### config.mk
export PLATFORM = sky130hd
export DESIGN_NAME = lru_page_replacement
export DESIGN_NICKNAME = d
export VERILOG_FILES = /design/src/rtl/lrupr_pkg.sv /design/src/rtl/lru_page_replacement.sv /design/src/rtl/lrupr_slots.sv
export SDC_FILE = /design/constraint.sdc
export NUM_CORES = 1
export LEC_CHECK = 0
export BUFFER_PORTS_ARGS = -buffer_cell sky130_fd_sc_hd__buf_2
export CAP_MARGIN = 20
export CORE_ASPECT_RATIO = 1.1
export CORE_UTILIZATION = 30
export DETAILED_ROUTE_END_ITERATION = 10
export MAX_ROUTING_LAYER = met4
export SYNTH_ARGS = -nofsm -noshare
export SYNTH_HDL_FRONTEND = slang
export SYNTH_SLANG_ARGS = --single-unit
### constraint.sdc
create_clock -name clk -period 9.9 [get_ports clk]
set_clock_uncertainty 0.05 [all_clocks]
set_input_delay 1.485 -clock clk [delete_from_list [all_inputs] [get_ports clk]]
set_output_delay 1.485 -clock clk [all_outputs]
set_load 0.005 [all_outputs]
### src/rtl/lrupr_pkg.sv
// lrupr_pkg: shared sizes and types of the lru page replacement block
// used by lrupr_slots and lru_page_replacement; no dependencies
`timescale 1ns / 1ps

package lrupr_pkg;

	localparam int MAX_PAGES     = 64;
	localparam int WORKING_SET   = 4;
	localparam int AGE_BITS      = 16;
	localparam int PAGE_BITS     = $clog2(MAX_PAGES);
	localparam int SLOT_BITS     = $clog2(WORKING_SET);
	localparam int PAGE_NUM_BITS = 7;
	localparam int FRAME_BITS    = 12;

	// slot lookup for the page under service
	typedef struct packed {
		logic                 found;
		logic [SLOT_BITS-1:0] hit_slot;
		logic [SLOT_BITS-1:0] victim_slot;
		logic                 victim_occupied;
		logic [PAGE_BITS-1:0] victim_page;
	} slot_lookup_t;

	// slot update for one request
	typedef struct packed {
		logic                 en;
		logic                 keep;
		logic                 load;
		logic [SLOT_BITS-1:0] slot;
	} slot_cmd_t;

endpackage

### src/rtl/lru_page_replacement.sv
// lru_page_replacement: top level, request handshake, page table memory, valid bits
// depends on lrupr_pkg and lrupr_slots
`timescale 1ns / 1ps

// Age-counter LRU page replacement over four frame slots. On accept the page
// table memory is read at the requested page; in the execute state the
// registered read data, the page valid bit and the four parallel slot
// compares settle the result, and for an in-range request the slot ages are
// updated and, on a miss, the page table and valid bits are written. A result
// register sits on the output, so the next request is taken while a result
// still waits; the block only holds a request in its execute state while that
// register is full and not being drained. Configuration writes are always ready.
// Page valid bits are flip-flops cleared by reset, so no clearing pass runs.
module lru_page_replacement
	import lrupr_pkg::*;
(
	input  logic                     clk,
	input  logic                     arst_n,
	input  logic                     in_valid,
	output logic                     in_ready,
	input  logic [PAGE_NUM_BITS-1:0] page_number,
	output logic                     out_valid,
	input  logic                     out_ready,
	output logic                     hit,
	output logic [SLOT_BITS-1:0]     slot_used,
	output logic [FRAME_BITS-1:0]    frame,
	output logic                     evicted,
	output logic [PAGE_BITS-1:0]     evicted_page,
	output logic [7:0]               owner_id,
	output logic                     request_error,
	input  logic                     cfg_valid,
	output logic                     cfg_ready,
	input  logic [1:0]               cfg_index,
	input  logic [31:0]              cfg_data
);

	localparam logic [1:0] REG_BASE_FRAME = 2'd0;
	localparam logic [1:0] REG_PROCESS_ID = 2'd1;
	localparam logic [1:0] REG_PAGE_COUNT = 2'd2;

	localparam logic ST_IDLE = 1'b0;
	localparam logic ST_EXEC = 1'b1;

	localparam logic [PAGE_NUM_BITS-1:0] PAGE_LIMIT = PAGE_NUM_BITS'(MAX_PAGES);

	logic [FRAME_BITS-1:0]    base_frame_q;
	logic [7:0]               process_id_q;
	logic [PAGE_NUM_BITS-1:0] page_count_q;

	logic                     state_q;
	logic                     err_s1;
	logic [PAGE_BITS-1:0]     pg_s1;
	logic [FRAME_BITS-1:0]    ftab_rd_s1;
	logic [FRAME_BITS-1:0]    ftab_mem [MAX_PAGES];
	logic [MAX_PAGES-1:0]     pvalid_q;

	logic                     out_valid_q;
	logic                     in_fire;
	logic                     out_free;
	logic                     commit;
	logic                     is_hit;
	logic [PAGE_NUM_BITS-1:0] limit;
	logic [PAGE_NUM_BITS-1:0] req_m1;
	logic                     req_err;
	logic [FRAME_BITS-1:0]    new_frame;
	slot_lookup_t             lookup;
	slot_cmd_t                cmd;

	assign cfg_ready = 1'b1;
	assign in_ready  = (state_q == ST_IDLE);
	assign in_fire   = in_valid && in_ready;
	assign out_valid = out_valid_q;
	assign out_free  = !out_valid_q || out_ready;
	assign commit    = (state_q == ST_EXEC) && out_free;

	// range check of the incoming request
	assign limit   = (page_count_q > PAGE_LIMIT) ? PAGE_LIMIT : page_count_q;
	assign req_err = (page_number == '0) || (page_number > limit);
	assign req_m1  = page_number - 1'b1;

	// configuration registers
	always_ff @(posedge clk or negedge arst_n) begin
		if (!arst_n) begin
			base_frame_q <= '0;
			process_id_q <= '0;
			page_count_q <= PAGE_NUM_BITS'(1);
		end else if (cfg_valid && cfg_ready) begin
			unique case (cfg_index)
				REG_BASE_FRAME: base_frame_q <= cfg_data[FRAME_BITS-1:0];
				REG_PROCESS_ID: process_id_q <= cfg_data[7:0];
				REG_PAGE_COUNT: page_count_q <= cfg_data[PAGE_NUM_BITS-1:0];
				default: ;
			endcase
		end
	end

	// sequencer: accept, then execute and write back
	always_ff @(posedge clk or negedge arst_n) begin
		if (!arst_n) begin
			state_q <= ST_IDLE;
		end else begin
			unique case (state_q)
				ST_IDLE: if (in_fire) state_q <= ST_EXEC;
				ST_EXEC: if (out_free) state_q <= ST_IDLE;
				default: state_q <= ST_IDLE;
			endcase
		end
	end

	// request capture
	always_ff @(posedge clk) begin
		if (in_fire) begin
			err_s1 <= req_err;
			pg_s1  <= req_m1[PAGE_BITS-1:0];
		end
	end

	// slot state
	assign is_hit    = pvalid_q[pg_s1];
	assign new_frame = base_frame_q + FRAME_BITS'(lookup.victim_slot);

	always_comb begin
		cmd.en   = commit && !err_s1;
		cmd.keep = is_hit ? lookup.found : 1'b1;
		cmd.load = !is_hit;
		cmd.slot = is_hit ? lookup.hit_slot : lookup.victim_slot;
	end

	lrupr_slots u_slots (
		.clk    (clk),
		.arst_n (arst_n),
		.pg     (pg_s1),
		.cmd    (cmd),
		.lookup (lookup)
	);

	// page table memory, read on accept, written on a load
	always_ff @(posedge clk) begin
		if (cmd.en && !is_hit) begin
			ftab_mem[pg_s1] <= new_frame;
		end
		if (in_fire) begin
			ftab_rd_s1 <= ftab_mem[req_m1[PAGE_BITS-1:0]];
		end
	end

	// page valid bits: drop the evicted page, then mark the loaded one
	always_ff @(posedge clk or negedge arst_n) begin
		if (!arst_n) begin
			pvalid_q <= '0;
		end else if (cmd.en && !is_hit) begin
			if (lookup.victim_occupied) begin
				pvalid_q[lookup.victim_page] <= 1'b0;
			end
			pvalid_q[pg_s1] <= 1'b1;
		end
	end

	// result register
	always_ff @(posedge clk or negedge arst_n) begin
		if (!arst_n) begin
			out_valid_q <= 1'b0;
		end else if (commit) begin
			out_valid_q <= 1'b1;
		end else if (out_ready) begin
			out_valid_q <= 1'b0;
		end
	end

	always_ff @(posedge clk) begin
		if (commit) begin
			request_error <= err_s1;
			if (err_s1) begin
				hit          <= 1'b0;
				slot_used    <= '0;
				frame        <= '0;
				evicted      <= 1'b0;
				evicted_page <= '0;
				owner_id     <= '0;
			end else if (is_hit) begin
				hit          <= 1'b1;
				slot_used    <= lookup.hit_slot;
				frame        <= ftab_rd_s1;
				evicted      <= 1'b0;
				evicted_page <= '0;
				owner_id     <= '0;
			end else begin
				hit          <= 1'b0;
				slot_used    <= lookup.victim_slot;
				frame        <= new_frame;
				evicted      <= lookup.victim_occupied;
				evicted_page <= lookup.victim_occupied ? lookup.victim_page : '0;
				owner_id     <= process_id_q;
			end
		end
	end

`ifndef SYNTHESIS
	a_fire_to_exec: assert property (@(posedge clk) disable iff (!arst_n)
		in_fire |=> state_q == ST_EXEC)
		else $error("accepted request did not enter execute");

	a_load_marks_valid: assert property (@(posedge clk) disable iff (!arst_n)
		(cmd.en && !is_hit) |=> pvalid_q[$past(pg_s1)])
		else $error("loaded page not marked valid");

	a_error_clean: assert property (@(posedge clk) disable iff (!arst_n)
		(out_valid && request_error) |-> (!hit && !evicted && owner_id == '0))
		else $error("error result carries data");

	a_evict_on_miss: assert property (@(posedge clk) disable iff (!arst_n)
		(out_valid && evicted) |-> !hit)
		else $error("eviction reported on a hit");

	a_result_held: assert property (@(posedge clk) disable iff (!arst_n)
		(out_valid && !out_ready && state_q == ST_EXEC) |=> $stable(frame))
		else $error("waiting result overwritten");
`endif

endmodule

### src/rtl/lrupr_slots.sv
// lrupr_slots: working-set slot registers, hit search, victim choice and ageing
// depends on lrupr_pkg
`timescale 1ns / 1ps

module lrupr_slots
	import lrupr_pkg::*;
(
	input  logic                 clk,
	input  logic                 arst_n,
	input  logic [PAGE_BITS-1:0] pg,
	input  slot_cmd_t            cmd,
	output slot_lookup_t         lookup
);

	localparam logic [AGE_BITS-1:0] AGE_MAX = {AGE_BITS{1'b1}};

	logic [PAGE_BITS-1:0] page_q [WORKING_SET];
	logic [AGE_BITS-1:0]  age_q  [WORKING_SET];
	logic [WORKING_SET-1:0] occ_q;

	// hit search and victim choice
	always_comb begin
		logic                have_empty;
		logic [AGE_BITS-1:0] oldest;
		// first occupied slot holding the page
		lookup.found    = 1'b0;
		lookup.hit_slot = '0;
		for (int s = WORKING_SET - 1; s >= 0; s--) begin
			if (occ_q[s] && page_q[s] == pg) begin
				lookup.found    = 1'b1;
				lookup.hit_slot = SLOT_BITS'(s);
			end
		end
		// victim: first empty slot, else the oldest with ties to the later slot
		have_empty         = 1'b0;
		oldest             = '0;
		lookup.victim_slot = '0;
		for (int s = 0; s < WORKING_SET; s++) begin
			if (!have_empty) begin
				if (!occ_q[s]) begin
					lookup.victim_slot = SLOT_BITS'(s);
					have_empty         = 1'b1;
				end else if (oldest <= age_q[s]) begin
					oldest             = age_q[s];
					lookup.victim_slot = SLOT_BITS'(s);
				end
			end
		end
		lookup.victim_occupied = occ_q[lookup.victim_slot];
		lookup.victim_page     = page_q[lookup.victim_slot];
	end

	// occupancy and ages
	always_ff @(posedge clk or negedge arst_n) begin
		if (!arst_n) begin
			occ_q <= '0;
			for (int s = 0; s < WORKING_SET; s++) begin
				age_q[s] <= '0;
			end
		end else if (cmd.en) begin
			for (int s = 0; s < WORKING_SET; s++) begin
				if (cmd.keep && cmd.slot == SLOT_BITS'(s)) begin
					age_q[s] <= '0;
					if (cmd.load) begin
						occ_q[s] <= 1'b1;
					end
				end else if (occ_q[s] && age_q[s] != AGE_MAX) begin
					age_q[s] <= age_q[s] + 1'b1;
				end
			end
		end
	end

	// resident page of each slot
	always_ff @(posedge clk) begin
		if (cmd.en && cmd.load) begin
			page_q[cmd.slot] <= pg;
		end
	end

endmodule

==> Word-level counts from Yosys, hierarchy flattened <==
Memories as Yosys holds them, arrays and structs flattened. A register that Yosys moved wholly into a read port is not among the register bits.
Cells that the tools add are included.
{ "classes": {"n_reduce_logical": 44, "addsub": 6, "n_eq_ne": 13, "order_cmp": 11, "bitwise_logic": 6, "muxes": 56} }
{ "op_table": {"columns": ["operator", "count"], "rows": [
  ["16-bit 2-to-1 mux", 16],
  ["64-bit 2-to-1 mux", 2],
  ["16-bit by 1-bit adder with 16-bit output, second input constant", 4],
  ["64-bit AND", 1],
  ["16-bit inequality test, second input constant", 4],
  ["64-bit inverter", 1],
  ["64-bit bitwise OR", 1],
  ["16-bit less-or-equal comparator", 3],
  ["6-bit == test", 4],
  ["1-bit logical AND", 18],
  ["1-bit 2-to-1 mux", 18],
  ["2-bit 2-to-1 mux", 9],
  ["1-bit by 16-bit less-or-equal comparator with 1-bit output, first input constant", 1],
  ["6-bit by 7-bit < comparator with 1-bit output, second input constant", 2],
  ["2-bit AND reduction", 7],
  ["12-bit by 2-bit adder with 12-bit output", 1],
  ["1-bit demux with 6-bit select", 2],
  ["6-bit by 1-bit greater-or-equal comparator with 1-bit output, second input constant", 2],
  ["12-bit 2-to-1 mux", 1],
  ["3-bit 2-to-1 mux", 4],
  ["3-bit AND reduction", 4],
  ["2-bit nonzero test", 5],
  ["7-bit greater-than comparator", 1],
  ["7-bit greater-than comparator, second input constant", 1],
  ["15 further kinds", 24]
]} }
{ "totals": {"in_bits": 46, "reg_bits": 199, "out_inout_bits": 34, "memories": 2, "ram_bits": 792, "word_cells": 161} }
{ "memory_table": {"columns": ["memory", "words", "word_bits", "read_ports", "rd_clocked_by_memory_dff", "write_ports", "line", "source"], "rows": [
  ["ftab_mem", 64, 12, 1, 1, 1, "lru_page_replacement.sv:54", "logic [FRAME_BITS-1:0] ftab_mem [MAX_PAGES];"],
  ["u_slots.page_q", 4, 6, 5, 0, 1, "lrupr_slots.sv:17", "logic [PAGE_BITS-1:0] page_q [WORKING_SET];"]
]} }

==> Depth between registers and ports, before layout <==
An unclocked memory read counts as a cell.
{ "depth": {"ltp_word": 25, "mapped_depth": 40, "mapped_depth_nobuf": 34} }

==> Modules after synthesis <==
From an unflattened synthesis, not the netlist that was laid out.
{ "unflattened": {"cells_unflattened": 2456, "hier_area_um2": 42614.6} }
{ "by_module_without_submodules": {"columns": ["module", "n_inst", "area_per_inst_um2", "seq_area_each_um2", "cells_each"], "rows": [
  ["lru_page_replacement", 1, 36123.4, 26892.0, 1770],
  ["lrupr_slots", 1, 6491.2, 2422.3, 686]
]} }

==> Worst setup path after synthesis <==
OpenSTA, ideal clock, no wires.
{ "synth_timing": {"path_kind": "reg-to-reg", "start": "reg u_slots.occ_q[0]", "end": "mem ftab_mem[0][11] (data pin)", "required_ps": 9275, "setup_time_ps": 575, "setup_slack_ps": -48, "arrival_time_ps": 9322, "path_buffers": 7, "period_less_slack_ps": 9948, "path_stages_with_launch": 38, "cell_sequence": "dfrtp_1 > clkbuf_1 > clkbuf_1 > buf_1 > nand2_1 > inv_1 > ha_1 > a21oi_1 > nand2_1 > a221o_1 > o31a_1 > nand2b_1 > clkbuf_1 > clkbuf_1 > nor2_1 > a21oi_1 > ha_1 > nand4_1 > (+2 left out) > nor3_1 > o211ai_1 > clkbuf_1 > o21ai_0 > ha_1 > nand4_1 > nor3_1 > a21boi_0 > o31ai_2 > o21ai_4 > inv_2 > buf_2 > ha_1 > a21o_1 > nand2_1 > nor3_1 > nand3_1 > xnor2_1"} }
{ "synth_via": {"elab_chain_len": 14, "elab_cells_between_ends": 24, "classes_between": "add/sub (1); order compare (3); mux (20)"} }
{ "synth_lines": {"columns": ["item", "line", "source"], "rows": [
  ["start, declared", "lrupr_slots.sv:19", "logic [WORKING_SET-1:0] occ_q;"],
  ["start signal, assigned", "lrupr_slots.sv:56", "occ_q <= '0;"],
  ["start signal, assigned by index", "lrupr_slots.sv:65", "occ_q[s] <= 1'b1;"],
  ["16-bit 2-to-1 mux", "lrupr_slots.sv:40", "if (!occ_q[s]) begin"],
  ["16-bit less-or-equal comparator", "lrupr_slots.sv:43", "end else if (oldest <= age_q[s]) begin"],
  ["16-bit 2-to-1 mux", "lrupr_slots.sv:43", null],
  ["16-bit 2-to-1 mux", "lrupr_slots.sv:40", null],
  ["16-bit 2-to-1 mux", "lrupr_slots.sv:39", "if (!have_empty) begin"],
  ["16-bit less-or-equal comparator", "lrupr_slots.sv:43", null],
  ["16-bit 2-to-1 mux", "lrupr_slots.sv:43", null],
  ["16-bit 2-to-1 mux", "lrupr_slots.sv:40", null],
  ["16-bit 2-to-1 mux", "lrupr_slots.sv:39", null],
  ["16-bit less-or-equal comparator", "lrupr_slots.sv:43", null],
  ["2-bit 2-to-1 mux", "lrupr_slots.sv:43", null],
  ["2-bit 2-to-1 mux", "lrupr_slots.sv:40", null],
  ["2-bit 2-to-1 mux *", "lrupr_slots.sv:39", null],
  ["12-bit by 2-bit adder with 12-bit output *", "lru_page_replacement.sv:120", "assign new_frame = base_frame_q + FRAME_BITS'(lookup.victim_slot);"],
  ["via new_frame[11]", "lru_page_replacement.sv:65", "logic [FRAME_BITS-1:0] new_frame;"],
  ["end, declared", "lru_page_replacement.sv:54", null]
]} }
Mark *: on every way through the listed nets, which the timed path passes. The rest lies on a longest branch.

==> Final worst setup path <==
{ "layout_timing": {"start": "reg u_slots.occ_q[0]", "end": "mem ftab_mem[35][8] (data pin)"} }
The elaborated chain is that of the path after synthesis.

==> reports/results.txt <==
status -> finished clean
Num CTS Buffers -> 102
Via Count -> 23400
Slew Limit Fails -> 0
worst vdd ir -> 829 uV
placed cell areas -> 45900 um^2
Detailed Place HPWL -> 63200 um
Die W -> 362 um
Avg Cell Area, Syn -> 16.9 um^2
global route total overflow -> 0
hold depth -> 1
setup violators final -> 0
dpl cells -> 4459
layout cells sized above 1 -> 24.3%
Worst path slowest cell -> nand2b_1
area grow syn2layout -> 15.1%
drt pass-1 iters -> 5
routed vias/inst -> 5.04
vias in the first global route -> 23700
fin nets -> 2766
crit path kind -> register to register
Setup TNS Final -> 0 ns
commonest non-fill, non-tap cell in the layout -> edfxtp_1
Min Clock Period, post-route -> 9.01 ns
Seq/Total Area, Yosys -> 68.5%
final std cells w/o fill -> 4648
Syn Inst Count -> 2540
pin slew with the least headroom to its limit -> 1.12 ns
Crit. End Element -> register
Slew headroom -> 25.5%
first-pass GRT wire length -> 156000 um
r2r setup slk -> 0.89 ns
IO Port Bufs -> 58
root buffer cell -> clkbuf_16
post-DR wirelength/cell -> 22.6 um
Hold Vio Cnt, Final -> 0
Hold WS -> 0.451 ns
Critical Path AT -> 9.38 ns
Worst Reg-to-Reg Cells -> 32
Post-synth top flop -> edfxtp_1
Die H -> 398 um
# IOs -> 80
most frequent cells in the layout -> 842 x edfxtp_1, 261 x mux4_2, 224 x nor2_1
count of different cell masters after synthesis -> 81
CP peak stage delay -> 0.56 ns
Post-Syn Nets -> 2649
Post-synth ARST share -> 16.1%
Tot Pwr -> 18100 uW
final wirelength -> 105000 um
Seq cells post-synth -> 1003
largest net degree at the start of global routing -> 111
startpoint types -> register
antenna viol nets, final -> 0
Final Cycle Share -> 91.0%
htree depth -> 3
EDFF count, synth -> 842
Post-Syn Area -> 42800 um^2
CTS tree -> built
final estimated routing congestion in global placement -> 0.872
clock-pin slew on the worst setup and hold paths -> 0.06 ns
# clock sinks -> 1003
Total GRT Usage -> 15.0%
power density cells -> 368 nW/um^2
Initial Utilization -> 30.2%
antenna violations before repair -> 2
num rows -> 145
drt drc -> 0
post_cts resized -> 0
die area -> 144000 um^2
CTS Hold Bufs -> 0
Max Cap Violations -> 0
CP max FO -> 48
Design Area, Final -> 49300 um^2
Core Region -> 142000 um^2
post-CTS setup buffer count -> 0
Synth Warn # -> 0
RSZ-0062 raised after global routing -> no
Max Clock Freq -> 111 MHz
P_leak -> 0.0165 uW
Starting DRT DRC Count -> 2041
clock latency on the worst-skew pair -> 0.70 ns
Hold Crit Class -> register to register
deepest clock path buffer count -> 3
worst path required time -> 10.27 ns
==> state kept, by name (all words and copies together) (netlist names), 2 cells and up <==
name / cells
base_frame_q: 12
evicted_page: 6
frame: 12
ftab_mem: 768
ftab_rd_s1: 12
owner_id: 8
page_count_q: 7
pg_s1: 6
process_id_q: 8
pvalid_q: 64
slot_used: 2
u_slots.age_q: 64
u_slots.occ_q: 4
u_slots.page_q: 24
==> worst max-delay path: cells and delay by family, from the launching register on <==
family	cells	cell delay (ns)
buffers and inverters	4	1.02
AOI/OAI and AO/OA	9	2.13
and+or+nand+nor	13	3.18
adders and majority gates	5	1.50
xor gates and xnor gates	1	0.31
DFF	1	0.51
==> cells in the mapped netlist (4+ instances only) <==
cell,number,area share [%]
o21ai_0,28,0.33
dfrtp_1,160,9.4
clkbuf_1,82,0.72
a21oi_1,90,1.1
and3_1,14,0.20
o31a_1,4,0.082
edfxtp_1,842,59
xnor2_1,64,1.3
and2_1,15,0.22
a2bb2oi_1,11,0.23
buf_2,22,0.26
nor2_1,248,2.2
mux2_2,35,0.92
nor4_1,86,1.3
mux2i_1,23,0.54
nand3_1,43,0.50
ha_1,62,1.8
o22ai_1,5,0.073
mux4_2,261,14
or2_2,6,0.088
nor3_2,4,0.094
a21o_1,7,0.12
o21a_1,5,0.088
inv_1,86,0.75
buf_4,4,0.070
nor2b_1,11,0.16
nand2b_1,15,0.22
xor2_1,29,0.59
o211ai_1,9,0.16
or3_1,8,0.12
a31oi_1,6,0.088
nor3_1,36,0.42
buf_1,23,0.20
nand2_1,89,0.78
nand4_1,29,0.42
and4_1,6,0.12
==> layout make-up <==
cell class / count / area [um^2]
antenna: 1 / 2.50
clock buffer: 126 / 2700
clock inverter: 57 / 563
fill: 13500 / 92600
inverter: 88 / 330
multi-input combinational: 1317 / 12900
sequential: 1003 / 29300
tap: 1911 / 2390
timing repair buffer: 145 / 1080
==> path summary, 6_finish.rpt <==
check	endpoint	startpoint
min in group asynchronous	u_slots.age_q[58]	arst_n
worst min-delay path	process_id_q[2]	process_id_q[2]
worst max-delay path	ftab_mem[35][8]	u_slots.occ_q[0]
max in group asynchronous	u_slots.age_q[0]	arst_n
worst min register to register	process_id_q[2]	process_id_q[2]
worst max register to register	ftab_mem[35][8]	u_slots.occ_q[0]
==> cells by family (layout without fill, tap and decap cells) <==
family,Yosys count,after routing,synth area share (%)
adder cells (fa/ha/maj),63,63,1.86
flip-flops,1003,1003,68.5
buffers and inverters,220,416,2.03
XOR/XNOR,93,93,1.90
multiplexers,319,319,15.2
AO/OA/AOI/OAI,215,215,3.42
other,1,2,0.00876
AND/OR/NAND/NOR,626,626,7.09
==> stage by stage <==
stage | utilization (%) | setup slack, ns
detailed placement | 32.4 | 0.856
global route | 34.7 | 0.0247
global placement | 32.4 | 0.951
finish | 34.7 | 0.889
floorplan | - | 0.0361
CTS | 34.7 | 0.859
==> per-layer routing <==
metal	global-route usage (%)	up-vias	share of wire [%]
met4	5.58	0	3.5
li1	-	10200	-
met5	-	-	0
met3	2.22	185	5.4
met2	24.4	737	50
met1	19.0	12300	41
==> power breakdown <==
| group | internal, uW | switching, uW |
|---|---|---|
| sequential | 6500 | 224 |
| combinational | 2210 | 5410 |
| clock | 2130 | 1640 |
| total | 10800 | 7280 |
(Power assumes the default switching activity.)
